File: src/rtl/gsa_pkg.sv
// Shared types and constants of the global sequence aligner.
package gsa_pkg;

    localparam int MAX_LEN_DEF     = 32;
    localparam int SYMBOL_BITS_DEF = 8;

    localparam int SYM_W   = 8;   // symbol field width on the ports
    localparam int SCORE_W = 15;  // signed score width
    localparam int CNT_W   = 7;   // count fields (0..64)
    localparam int CFG_W   = 8;   // configuration register width
    localparam int OP_W    = 2;
    localparam int IN_TDATA_W  = 16;
    localparam int OUT_TDATA_W = 56;

    // Operation codes of an input item.
    localparam logic [OP_W-1:0] OP_APPEND_A = 2'd0;
    localparam logic [OP_W-1:0] OP_APPEND_B = 2'd1;
    localparam logic [OP_W-1:0] OP_RUN      = 2'd2;

    // Configuration register indexes.
    localparam logic [1:0] CFG_MATCH    = 2'd0;
    localparam logic [1:0] CFG_MISMATCH = 2'd1;
    localparam logic [1:0] CFG_GAP      = 2'd2;

    // Traceback move codes.
    localparam logic [1:0] DIR_DIAG = 2'd1;
    localparam logic [1:0] DIR_DEL  = 2'd2;
    localparam logic [1:0] DIR_INS  = 2'd3;

    // Data handed from one cell to its right neighbor.
    typedef struct packed {
        logic                      valid;
        logic [SYM_W-1:0]          sym_a;
        logic signed [SCORE_W-1:0] h_left;
        logic signed [SCORE_W-1:0] h_diag;
    } t_link;

    typedef enum logic [4:0] {
        ST_IDLE  = 5'b00001,
        ST_FILL  = 5'b00010,
        ST_TRACE = 5'b00100,
        ST_RD    = 5'b01000,
        ST_OUT   = 5'b10000
    } t_state;

endpackage

File: src/rtl/gsa_cell.sv
// One column cell of the systolic score array, with its column of directions.
module gsa_cell #(
    parameter int MAX_LEN = gsa_pkg::MAX_LEN_DEF,
    parameter int COL     = 1,
    localparam int IW     = (MAX_LEN > 1) ? $clog2(MAX_LEN) : 1
) (
    input  logic                              i_clk,
    input  logic                              i_rst_n,
    input  logic                              i_start,
    input  logic [gsa_pkg::SYM_W-1:0]         i_sym_b,
    input  logic signed [gsa_pkg::CFG_W-1:0]  i_match,
    input  logic signed [gsa_pkg::CFG_W-1:0]  i_mismatch,
    input  logic signed [gsa_pkg::CFG_W-1:0]  i_gap,
    input  gsa_pkg::t_link                    i_link,
    output gsa_pkg::t_link                    o_link,
    input  logic [IW-1:0]                     i_rd_row,
    output logic [1:0]                        o_dir,
    output logic signed [gsa_pkg::SCORE_W-1:0] o_h
);
    localparam logic signed [gsa_pkg::SCORE_W-1:0] COL_S = gsa_pkg::SCORE_W'(COL);

    logic signed [gsa_pkg::SCORE_W-1:0] r_h;
    logic [IW-1:0]                      r_row;
    logic [1:0]                         r_dir [MAX_LEN];
    gsa_pkg::t_link                     r_out;

    logic signed [gsa_pkg::SCORE_W-1:0] w_gap, w_sub, w_d, w_del, w_ins, w_best, w_init;
    logic [1:0]                         w_dir;

    always_comb begin
        w_gap  = gsa_pkg::SCORE_W'(i_gap);
        w_sub  = (i_link.sym_a == i_sym_b) ? gsa_pkg::SCORE_W'(i_match)
                                           : gsa_pkg::SCORE_W'(i_mismatch);
        w_d    = i_link.h_diag + w_sub;
        w_del  = r_h + w_gap;
        w_ins  = i_link.h_left + w_gap;
        w_best = w_d;
        w_dir  = gsa_pkg::DIR_DIAG;
        if (w_del > w_best) begin
            w_best = w_del;
            w_dir  = gsa_pkg::DIR_DEL;
        end
        if (w_ins > w_best) begin
            w_best = w_ins;
            w_dir  = gsa_pkg::DIR_INS;
        end
        w_init = COL_S * w_gap;
    end

    always_ff @(posedge i_clk) begin
        if (!i_rst_n) begin
            r_out.valid <= 1'b0;
            r_row       <= '0;
        end else if (i_start) begin
            r_out.valid <= 1'b0;
            r_row       <= '0;
            r_h         <= w_init;
        end else begin
            r_out.valid <= i_link.valid;
            if (i_link.valid) begin
                r_row        <= r_row + 1'b1;
                r_h          <= w_best;
                r_dir[r_row] <= w_dir;
                r_out.sym_a  <= i_link.sym_a;
                r_out.h_left <= w_best;
                r_out.h_diag <= r_h;
            end
        end
    end

    assign o_link = r_out;
    assign o_dir  = r_dir[i_rd_row];
    assign o_h    = r_h;
endmodule

File: config.mk
export PLATFORM = sky130hd
export DESIGN_NAME = gsa_cell
export DESIGN_NICKNAME = d
export VERILOG_FILES = /design/src/rtl/gsa_pkg.sv /design/src/rtl/gsa_cell.sv
export SDC_FILE = /design/constraint.sdc
export NUM_CORES = 1
export LEC_CHECK = 0
export ABC_AREA = 1
export CORE_MARGIN = 3
export CORE_UTILIZATION = 55
export DETAILED_ROUTE_END_ITERATION = 16
export DONT_BUFFER_PORTS = 1
export GPL_TIMING_DRIVEN = 1
export PLACE_DENSITY = 0.74
export SYNTH_ARGS = -nofsm -noshare
export SYNTH_HDL_FRONTEND = slang
export SYNTH_SLANG_ARGS = --single-unit
export TNS_END_PERCENT = 30
File: constraint.sdc
create_clock -name i_clk -period 5.9 [get_ports i_clk]
set_input_delay 0.295 -clock i_clk [delete_from_list [all_inputs] [get_ports i_clk]]
set_output_delay 0.295 -clock i_clk [all_outputs]
set_load 0.02 [all_outputs]
# Word level (Yosys, flattened, before mapping)
# Memory sizes are Yosys's and may differ from the RTL's.
# Cells that the tools add are included.
totals:
  word_cells: 31
  n_memories: 1
  out_inout_bits: 56
  romBits: 0
  latchBits: 0
  ff_bits: 59
  input_bits: 79
  ramBits: 64
memory_table:
  columns: ["memory", "depth", "word_bits", "rd", "rd_clocked_by_memory_dff", "wr", "line", "text"]
  rows:
  - ["r_dir", 32, 2, 1, 0, 1, "gsa_cell.sv:24", "logic [1:0] r_dir [MAX_LEN];"]
op_classes:
  n_addsub: 4
  div_mod_pow: 0
  mux: 11
  n_shift: 0
  n_lt_le_gt_ge: 2
  bitwise_logic: 2
  n_eq_ne: 1
  reduce_logical: 4
  n_mul: 0
ops:
  columns: ["cell", "n"]
  rows:
  - ["15-bit 2-to-1 mux", 5]
  - ["15-bit by 8-bit adder with 15-bit output", 2]
  - ["15-bit > comparator", 2]
  - ["15-bit adder", 1]
  - ["8-bit equality test", 1]
  - ["5-bit by 1-bit adder with 5-bit output, second input constant", 1]
  - ["1-bit 2-to-1 mux", 4]
  - ["2-bit 2-to-1 mux", 2]
  - ["3-bit AND reduction", 1]
  - ["1-bit inverter", 2]
  - ["2-bit AND reduction", 1]
  - ["2-bit nonzero test", 1]
  - ["2-bit OR reduction", 1]

# Logic depth before layout (Yosys ltp)
# Gate-level depths: netlist of run 1.
depth:
  depth_word: 9
  depth_mapped: 44
  ltp_nobuf: 41

# Worst setup path before layout of run 1
# Ideal clock, no wire load.
synth_timing:
  path_kind: "input -> register"
  start: "input i_sym_b[5] (netlist bit)"
  end: "memory r_dir[0][1] (data pin)"
  path_buffers: 3
  t_required_ns: 5.507
  path_slack_ns: -0.376
  t_arrival_ns: 5.883
  setup_time_ns: 0.393
  stages: 34
  cell_sequence: "xor2_1 nor4_1 nand2_1 mux2_2 ha_1 inv_1 fa_1 inv_1 nand3_1 nand2_1 a21oi_1 xnor2_1 inv_1 ha_1 nand2_1 o21a_1 a21boi_0 nand3_1 nor3_1 nand2_2 nand3_2 nand2_1 nand3_2 buf_6 clkbuf_1 o21ai_0 ha_1 nand2_1 nor4_1 nand3_1 nand3b_2 nand3_4 buf_8 nand2_1"
synth_via:
  elab_chain_len: 7
  word_cells_on_any_way: 8
  cone_classes: "add/sub (1); order compare (2); eq/ne (1); mux (4)"
synth_lines:
  columns: ["element", "line", "text"]
  rows:
  - ["from (decl)", "gsa_cell.sv:10", "input logic [gsa_pkg::SYM_W-1:0] i_sym_b,"]
  - ["8-bit equality test *", "gsa_cell.sv:32", "w_sub = (i_link.sym_a == i_sym_b) ? gsa_pkg::SCORE_W'(i_match)"]
  - ["15-bit 2-to-1 mux *", "gsa_cell.sv:32", null]
  - ["15-bit adder *", "gsa_cell.sv:34", "w_d = i_link.h_diag + w_sub;"]
  - ["15-bit > comparator", "gsa_cell.sv:39", "if (w_del > w_best) begin"]
  - ["15-bit 2-to-1 mux", "gsa_cell.sv:39", null]
  - ["15-bit > comparator", "gsa_cell.sv:43", "if (w_ins > w_best) begin"]
  - ["2-bit 2-to-1 mux *", "gsa_cell.sv:43", null]
  - ["net w_dir[1]", "gsa_cell.sv:28", "logic [1:0] w_dir;"]
  - ["to (decl)", "gsa_cell.sv:24", null]
# The timed path passes the listed nets; every way through them passes the cells marked *.

# Worst setup path in the final report of run 1
layout_timing:
  start: "input i_sym_b[3] (netlist bit)"
  end: "register r_out (netlist bit o_link[16]) (data pin)"
layout_via:
  elab_chain_len: 7
layout_lines:
  columns: ["element", "line", "text"]
  rows:
  - ["8-bit equality test *", "gsa_cell.sv:32", null]
  - ["15-bit 2-to-1 mux *", "gsa_cell.sv:32", null]
  - ["15-bit adder *", "gsa_cell.sv:34", null]
  - ["15-bit > comparator", "gsa_cell.sv:39", null]
  - ["15-bit 2-to-1 mux *", "gsa_cell.sv:39", null]
  - ["15-bit > comparator", "gsa_cell.sv:43", null]
  - ["15-bit 2-to-1 mux *", "gsa_cell.sv:43", null]
  - ["net w_best (one bit)", "gsa_cell.sv:27", "logic signed [gsa_pkg::SCORE_W-1:0] w_gap, w_sub, w_d, w_del, w_ins, w_best, w_init;"]
  - ["to (decl)", "gsa_cell.sv:25", "gsa_pkg::t_link r_out;"]
# Marks and branches as above.
# A chain may end at the register's enable or synchronous reset.

==> results of run 1 <==
logic make-up (layout without fill, tap and decap cells):
kind of cell	count (synthesis)	after routing	synth area share [%]
AND/OR/NAND/NOR	520	520	26.7
buffers and inverters	160	293	7.24
AO/OA/AOI/OAI	131	131	8.73
flip-flops	123	123	42.0
adder cells (fa/ha/maj)	73	73	10.8
XOR/XNOR	36	36	3.64
multiplexers	7	7	0.911
layer usage:
metal  vias up  share of wire, %  global-route usage, %
met5         -                 0                      0
met4         0               2.5                   8.87
met3        53               6.4                   5.47
met2       267                51                   44.2
met1      3441                40                   30.4
li1       3789                 -                      -
cells in the final DEF, fill, tap and decap left out, drive strengths merged, types with 7 or more instances in the layout:
cell type / netlist / routed
a21oi: 39 / 39
and2: 17 / 17
buf: 6 / 109
clkbuf: 13 / 20
dlygate4sd3: 0 / 8
edfxtp: 117 / 117
ha: 70 / 70
inv: 141 / 145
mux2: 7 / 7
nand2: 277 / 277
nand3: 76 / 76
nand4: 31 / 31
nor2: 110 / 110
o21ai: 59 / 59
o21bai: 7 / 7
o221ai: 14 / 14
xnor2: 10 / 10
xor2: 26 / 26
worst max-delay path by stage:
stage	start	end	slack, ns
floorplan	i_sym_b[5]	o_link[28]$_DFFE_PP_	0.003
global placement	i_sym_b[5]	o_link[26]$_DFFE_PP_	-0.22
detailed placement	i_sym_b[5]	o_link[26]$_DFFE_PP_	-0.31
CTS	i_sym_b[5]	r_dir[25][1]$_DFFE_PP_	0.10
global route	i_sym_b[3]	o_h[2]$_DFFE_PP_	-0.08
finish	i_sym_b[3]	o_link[16]$_DFFE_PP_	0.24
worst register-to-register path: cells and delay by family (launching register included):
kind            cells  cell delay, ns
simple gates       16            2.14
buf+inv             5            0.64
xor+xnor            1            0.19
fa+ha+maj           3            0.98
flops               1            0.56
compound gates      3            0.86
sequential cells by signal (all words and copies together) (netlist names):
register / flops
r_dir: 64
o_h: 15
r_row: 5
o_link: 39
metrics by stage:
step	hold WS (ns)	TNS [ns]	util, %	cell area (um^2)
floorplan	0.394	0	-	8680
global placement	0.394	-19.75	63.5	9720
detailed placement	0.394	-27.84	63.5	9720
CTS	0.0430	0	67.7	10400
global route	0.0623	-3.68	69.2	10600
finish	0.0606	0	69.2	10600
layout make-up:
class	count	share of cell area [%]
Multi-Input combinational cell	767	42.7
Tap cell	211	2.49
Timing Repair Buffer	120	10.1
Clock inverter	15	1.38
Clock buffer	17	4.02
Sequential cell	123	34.3
Inverter	141	5.00
timing repair:
action,CTS,global route
setup buffers,0,2
hold buffers,8,0
hold endpoints to repair,8,0
setup endpoints to repair,0,94
resized for setup,0,28
==> flow_summary.ini, run 1 <==
[setup_path]
cp-start-kind = primary input
timing.rr.end = o_link[16]$_DFFE_PP_
crit_type = primary input to flip-flop
cp_num_cells = 35
reg2reg_from = o_h[10]$_DFFE_PP_
crit_arrival_ns = 5.83
crit_top_cell = nand2_1
critPathMaxFanout = 8
reg2regPathDepth = 28
crit_buf_inv = 7
crit_path_end_kind = flip-flop
required_ns = 6.07
ff2ff_setup_slack_ns = 0.30
crit_family = simple AND/OR/NAND/NOR gates
crit_path_max_incr_delay_ns = 0.41
critPathSlowestCell = o21ai_0

[sta]
fin_skew_ns = 0.00903
slew_violations = 0
min_period_ns = 5.66
max_freq_ghz = 0.177
worstMarginPinSlew_ns = 0.840
setup_slack_ns = 0.240
period_share_pct = 95.9
slew_headroom_pct = 43.9
setup_viol = 0
hold_violations = 0

[place]
io_buffer_count = 0
dp_hpwl_um = 16700
gp_congestion = 0.907
place_ws_ns = -0.310
post-place-cells = 1348

[layout]
multi_input_area_um2 = 4530
regArea_um2 = 3630
layout-drive-gt1-share_pct = 17.8
areaGrowthSynthToFinish_pct = 22.4
fillers = 1243
final_cells = 1394
final_nets = 1322
diodes = 0

[synthesis]
syn_inst = 1050
synth_area_leaders = edfxtp_1 41%, nand2_1 11%, ha_1 10%
yosys-top-cells-count = 258 x nand2_1, 139 x inv_1, 117 x edfxtp_1
ys_seq_area_share_pct = 42.0
yosysWarnings = 0
avgSynthCellArea_um2 = 8.24
yosys.cell_count.top_type = nand2_1
synth_top_area_cell = edfxtp_1
synth_top_cell_area_share_pct = 40.6
ys.flop_type = edfxtp_1
ys_seq_elements = 123
syn_area_um2 = 8660
synth.distinct_cells = 41
synth_edf_count = 117
synthArstFlopShare_pct = 0
synth_fp_nets = 1202

[route]
drtPass1Iterations = 6
routed_wl_um = 22400
routed_via_density = 5.42
drc = 0
vias = 7550
drt_iter0_markers = 556
postRouteAntennaNets = 0
routedWlPerCell_um = 16.0

[global_route]
grt-ovfl-total = 0
grt_pass1_wl_um = 35100
gr-usage-all-layers_pct = 25.1
antenna_found_initial = 0
grt_max_degree = 34
grt_pass1_vias = 7161

[clock_tree]
clk_pin_slew_ns = 0.06
cts_tree = built
cts_buffers = 17
cts-root-buf = clkbuf_16
htree_levels = 4
cts_num_sinks = 123
insertion_delay_ns = 0.42
clock_path_buffers = 2

[die]
coreArea_um2 = 15300
die_w_um = 131
rows = 45
initial_core_util_pct = 56.5
design.die.area_um2 = 17300
die_y_um = 131
io_pins = 135

[hold_path]
whs_path_depth = 2
min_to = o_h[0]$_DFFE_PP_
hp-start = i_start
hold_class = primary input to flip-flop

[outcome]
status = finished clean

[flow_run]
drv_cap = 0
Power of run 1 is not shown: default switching activity piles up to over one toggle a cycle in this logic, so the estimate is an artifact.
==> run 2: changes to the inputs <==
==> constraint.sdc (replaced) <==
create_clock -name i_clk -period 5.9 [get_ports i_clk]
set_input_delay 1.18 -clock i_clk [delete_from_list [all_inputs] [get_ports i_clk]]
set_output_delay 1.18 -clock i_clk [all_outputs]
set_load 0.02 [all_outputs]
==> flow_summary.ini, run 2 (synthesis results as in run 1) <==
[layout]
fillers = 1195
mostFrequentLayoutCell = nand2_1
final_cell_mix = 238 x nand2_1, 136 x inv_1, 117 x edfxtp_1
regMostFlops = r_dir
areaGrowthSynthToFinish_pct = 26.7
final_nets = 1325
largest_reg_flops = 64
layout-drive-gt1-share_pct = 23.2
diodes = 0

[route]
routed_wl_um = 23400
vias = 7616
postRouteAntennaNets = 0
routed_via_density = 5.45
drc = 0
drtPass1Iterations = 7
drt_iter0_markers = 459
routedWlPerCell_um = 16.8

[die]
design.die.area_um2 = 17300
die_y_um = 131
die_w_um = 131
initial_core_util_pct = 56.5
coreArea_um2 = 15300
rows = 45
io_pins = 135

[clock_tree]
cts_buffers = 17
clk_pin_slew_ns = 0.06
htree_levels = 4
cts_hold_buf = 0
insertion_delay_ns = 0.43
cts-root-buf = clkbuf_16
cts_num_sinks = 123
clock_path_buffers = 2
cts_tree = built

[outcome]
violations = setup timing
status = finished with violations

[setup_path]
crit_path_end_kind = flip-flop
reg2regPathDepth = 38
crit_top_cell = nand2_2
crit_path_max_incr_delay_ns = 0.31
required_ns = 6.07
timing.rr.end = o_link[18]$_DFFE_PP_
crit_family = simple AND/OR/NAND/NOR gates
crit_buf_inv = 8
cp-start-kind = primary input
ff2ff_setup_slack_ns = 0.55
crit_arrival_ns = 6.42
critPathMaxFanout = 7
crit_type = primary input to flip-flop
critPathSlowestCell = nor4_2
reg2reg_from = o_h[0]$_DFFE_PP_

[place]
io_buffer_count = 0
gp_congestion = 0.906
dp_hpwl_um = 17200

[global_route]
gr-usage-all-layers_pct = 26.6
grt_pass1_wl_um = 36800
grt-ovfl-total = 0
grt_max_degree = 39
antenna_found_initial = 0
grt_pass1_vias = 7658

[sta]
setup_viol = 94
slew_violations = 0
max_freq_ghz = 0.160
hold_slack_ns = 0.585
slew_headroom_pct = 34.9
rsz0062_at_grt = yes
fin_skew_ns = 0.0119
worstMarginPinSlew_ns = 0.976
min_period_ns = 6.25
setup_slack_ns = -0.347
period_share_pct = 106
hold_violations = 0

[hold_path]
hp-start = r_row[4]$_SDFFE_PP0P_
whs_path_depth = 2
hold_class = flip-flop to flip-flop
min_to = r_row[4]$_SDFFE_PP0P_

[flow_run]
drv_cap = 0
## run 2: per-stage QoR
step | setup slack (ns) | cell area (um^2) | TNS [ns] | std cells | util (%)
after global routing | -0.690 | 11000 | -60.38 | 1397 | 71.6
after CTS | -0.175 | 10800 | -13.83 | 1389 | 70.3
after detailed placement | -0.859 | 9830 | -76.72 | 1345 | 64.2
after floorplan | -0.453 | 8890 | -38.29 | 1050 | -
final | -0.347 | 11000 | -27.89 | 1397 | 71.6
after global placement | -0.758 | 9830 | -67.39 | 1345 | 64.2
## run 2: layer usage
layer	global-route usage, %	wire, um	vias up
li1	-	-	3795
met1	29.7	8970	3498
met2	49.1	12300	264
met3	5.63	1330	59
met4	11.1	776	0
met5	0	0	-
## run 2: final cells by class
| cell class | instances | area [um^2] | share of cell area [%] |
|---|---|---|---|
| repair buffers | 121 | 1010 | 9.19 |
| inverters | 141 | 529 | 4.83 |
| clock inverters | 14 | 204 | 1.86 |
| clock buffers | 18 | 439 | 4.00 |
| flip-flops and latches | 123 | 3630 | 33.1 |
| well taps | 211 | 264 | 2.41 |
| multi-input cells | 769 | 4890 | 44.6 |
## run 2: worst reg2reg max path, delay by kind of cell, from the launching register on
kind | cells | cell delay [ns]
XOR/XNOR | 1 | 0.15
adder cells (fa/ha/maj) | 4 | 1.31
AND/OR/NAND/NOR | 24 | 2.08
flip-flops | 1 | 0.54
AO/OA/AOI/OAI | 4 | 0.41
buffers and inverters | 5 | 0.62
## run 2: timing repair
action | CTS | global route
setup endpoints to repair | 94 | 94
pin swaps | 15 | 20
buffers inserted | 9 | 7
cloned | 3 | 1
resized for setup | 41 | 31
## run 2: worst max path at each step
stage / start / end / slack, ns / cells after the start
after floorplan: i_sym_b[1] / o_link[28]$_DFFE_PP_ / -0.45 / 43
after global placement: i_sym_b[7] / r_dir[15][0]$_DFFE_PP_ / -0.76 / 39
after detailed placement: i_sym_b[7] / r_dir[14][0]$_DFFE_PP_ / -0.86 / 39
after CTS: i_sym_b[3] / o_link[21]$_DFFE_PP_ / -0.17 / 42
after global routing: i_sym_b[5] / o_link[21]$_DFFE_PP_ / -0.69 / 43
final: i_sym_b[5] / o_link[18]$_DFFE_PP_ / -0.35 / 43
Power of run 2 is left out for the same reason.
==> run 3: changes to the inputs <==
--- a/config.mk
+++ b/config.mk
@@ -7,11 +7,11 @@
 export LEC_CHECK = 0
 export ABC_AREA = 1
 export CORE_MARGIN = 3
-export CORE_UTILIZATION = 55
+export CORE_UTILIZATION = 45
 export DETAILED_ROUTE_END_ITERATION = 16
 export DONT_BUFFER_PORTS = 1
 export GPL_TIMING_DRIVEN = 1
-export PLACE_DENSITY = 0.74
+export PLACE_DENSITY = 0.63
 export SYNTH_ARGS = -nofsm -noshare
 export SYNTH_HDL_FRONTEND = slang
 export SYNTH_SLANG_ARGS = --single-unit
==> flow_summary.ini, run 3 (synthesis results as in run 1) <==
[outcome]
status = finished with violations
violations = setup timing

[place]
dp_hpwl_um = 17500
place_ws_ns = -0.948
io_buffer_count = 0
gp_congestion = 0.899

[sta]
max_freq_ghz = 0.158
setup_viol = 94
slew_violations = 0
period_share_pct = 107
worstMarginPinSlew_ns = 1.08
fin_skew_ns = 0.0121
slew_headroom_pct = 28.1
setup_slack_ns = -0.416
hold_violations = 0
min_period_ns = 6.32
rsz0062_at_grt = yes

[setup_path]
crit_path_end_kind = flip-flop
crit_path_max_incr_delay_ns = 0.38
crit_type = primary input to flip-flop
critPathMaxFanout = 16
critPathSlowestCell = mux2_4
crit_top_cell = nand2_2
required_ns = 6.04
cp-start-kind = primary input
reg2regPathDepth = 37
crit_arrival_ns = 6.46

[clock_tree]
cts_buffers = 17
cts_tree = built
cts-root-buf = clkbuf_16
htree_levels = 4
cts_hold_buf = 0
clock_path_buffers = 2
clk_pin_slew_ns = 0.06
insertion_delay_ns = 0.42
cts_num_sinks = 123

[hold_path]
whs_path_depth = 2
hold_class = flip-flop to flip-flop

[layout]
final_nets = 1321
layout-drive-gt1-share_pct = 22.8
diodes = 0
largest_reg_flops = 64
multi_input_area_um2 = 4930
final_cell_mix = 238 x nand2_1, 136 x inv_1, 117 x edfxtp_1
fillers = 1667
regMostFlops = r_dir
areaGrowthSynthToFinish_pct = 27.3
mostFrequentLayoutCell = nand2_1
regArea_um2 = 3630

[global_route]
gr-usage-all-layers_pct = 22.1
antenna_found_initial = 0
grt_pass1_wl_um = 35800
grt-ovfl-total = 0
grt_max_degree = 34
grt_pass1_vias = 7129

[flow_run]
drv_cap = 0

[route]
drtPass1Iterations = 7
routed_via_density = 5.20
drt_iter0_markers = 443
drc = 0
routed_wl_um = 23500
postRouteAntennaNets = 0
vias = 7498
routedWlPerCell_um = 16.3

[die]
die_w_um = 145
initial_core_util_pct = 46.0
io_pins = 135
coreArea_um2 = 18800
design.die.area_um2 = 20900
die_y_um = 145
rows = 50
-- run 3: worst paths after layout --
check	end	from	slack, ns
worst max-delay path	r_dir[22][1]$_DFFE_PP_	i_sym_b[3]	-0.42
worst min-delay path	r_row[4]$_SDFFE_PP0P_	r_row[4]$_SDFFE_PP0P_	0.55
worst min register to register	r_row[4]$_SDFFE_PP0P_	r_row[4]$_SDFFE_PP0P_	0.55
worst max register to register	r_dir[22][1]$_DFFE_PP_	o_h[0]$_DFFE_PP_	0.54
-- run 3: cell type report --
type / instances / share of cell area [%]
Clock buffer: 17 / 3.86
Clock inverter: 15 / 1.54
Inverter: 141 / 4.80
Multi-Input combinational cell: 771 / 44.8
Sequential cell: 123 / 33.0
Tap cell: 260 / 2.95
Timing Repair Buffer: 115 / 9.10
-- run 3: what timing repair did --
item / in CTS / in global routing
endpoints found under the setup margin: 94 / 94
cloned: 6 / 1
pin swaps: 17 / 13
resized for setup: 44 / 30
buffers inserted: 7 / 10
-- run 3: worst max-delay path, delay by kind of cell --
kind            cells  cell delay [ns]
compound gates      3             0.26
fa+ha+maj           3             0.95
xor+xnor            2             0.28
buf+inv             6             0.78
mux                 1             0.38
simple gates       25             2.62
-- run 3: per-stage QoR --
| stage | TNS [ns] | cells | area, um^2 | hold slack (ns) | util, % |
|---|---|---|---|---|---|
| floorplan | -38.29 | 1050 | 8890 | 0.506 | - |
| global placement | -74.34 | 1386 | 9860 | 0.535 | 52.4 |
| detailed placement | -86.77 | 1386 | 9860 | 0.538 | 52.4 |
| CTS | -32.70 | 1431 | 10800 | 0.544 | 57.2 |
| global route | -69.63 | 1442 | 11000 | 0.575 | 58.5 |
| finish | -35.47 | 1442 | 11000 | 0.554 | 58.5 |
-- run 3: routing by layer --
metal	vias to the layer above	global-route usage (%)	wire length, um
met3	31	5.52	1300
met5	-	0	0
met1	3463	26.1	9600
met4	0	7.17	433
met2	201	39.4	12200
li1	3803	-	-
Power of run 3 is left out for the same reason.
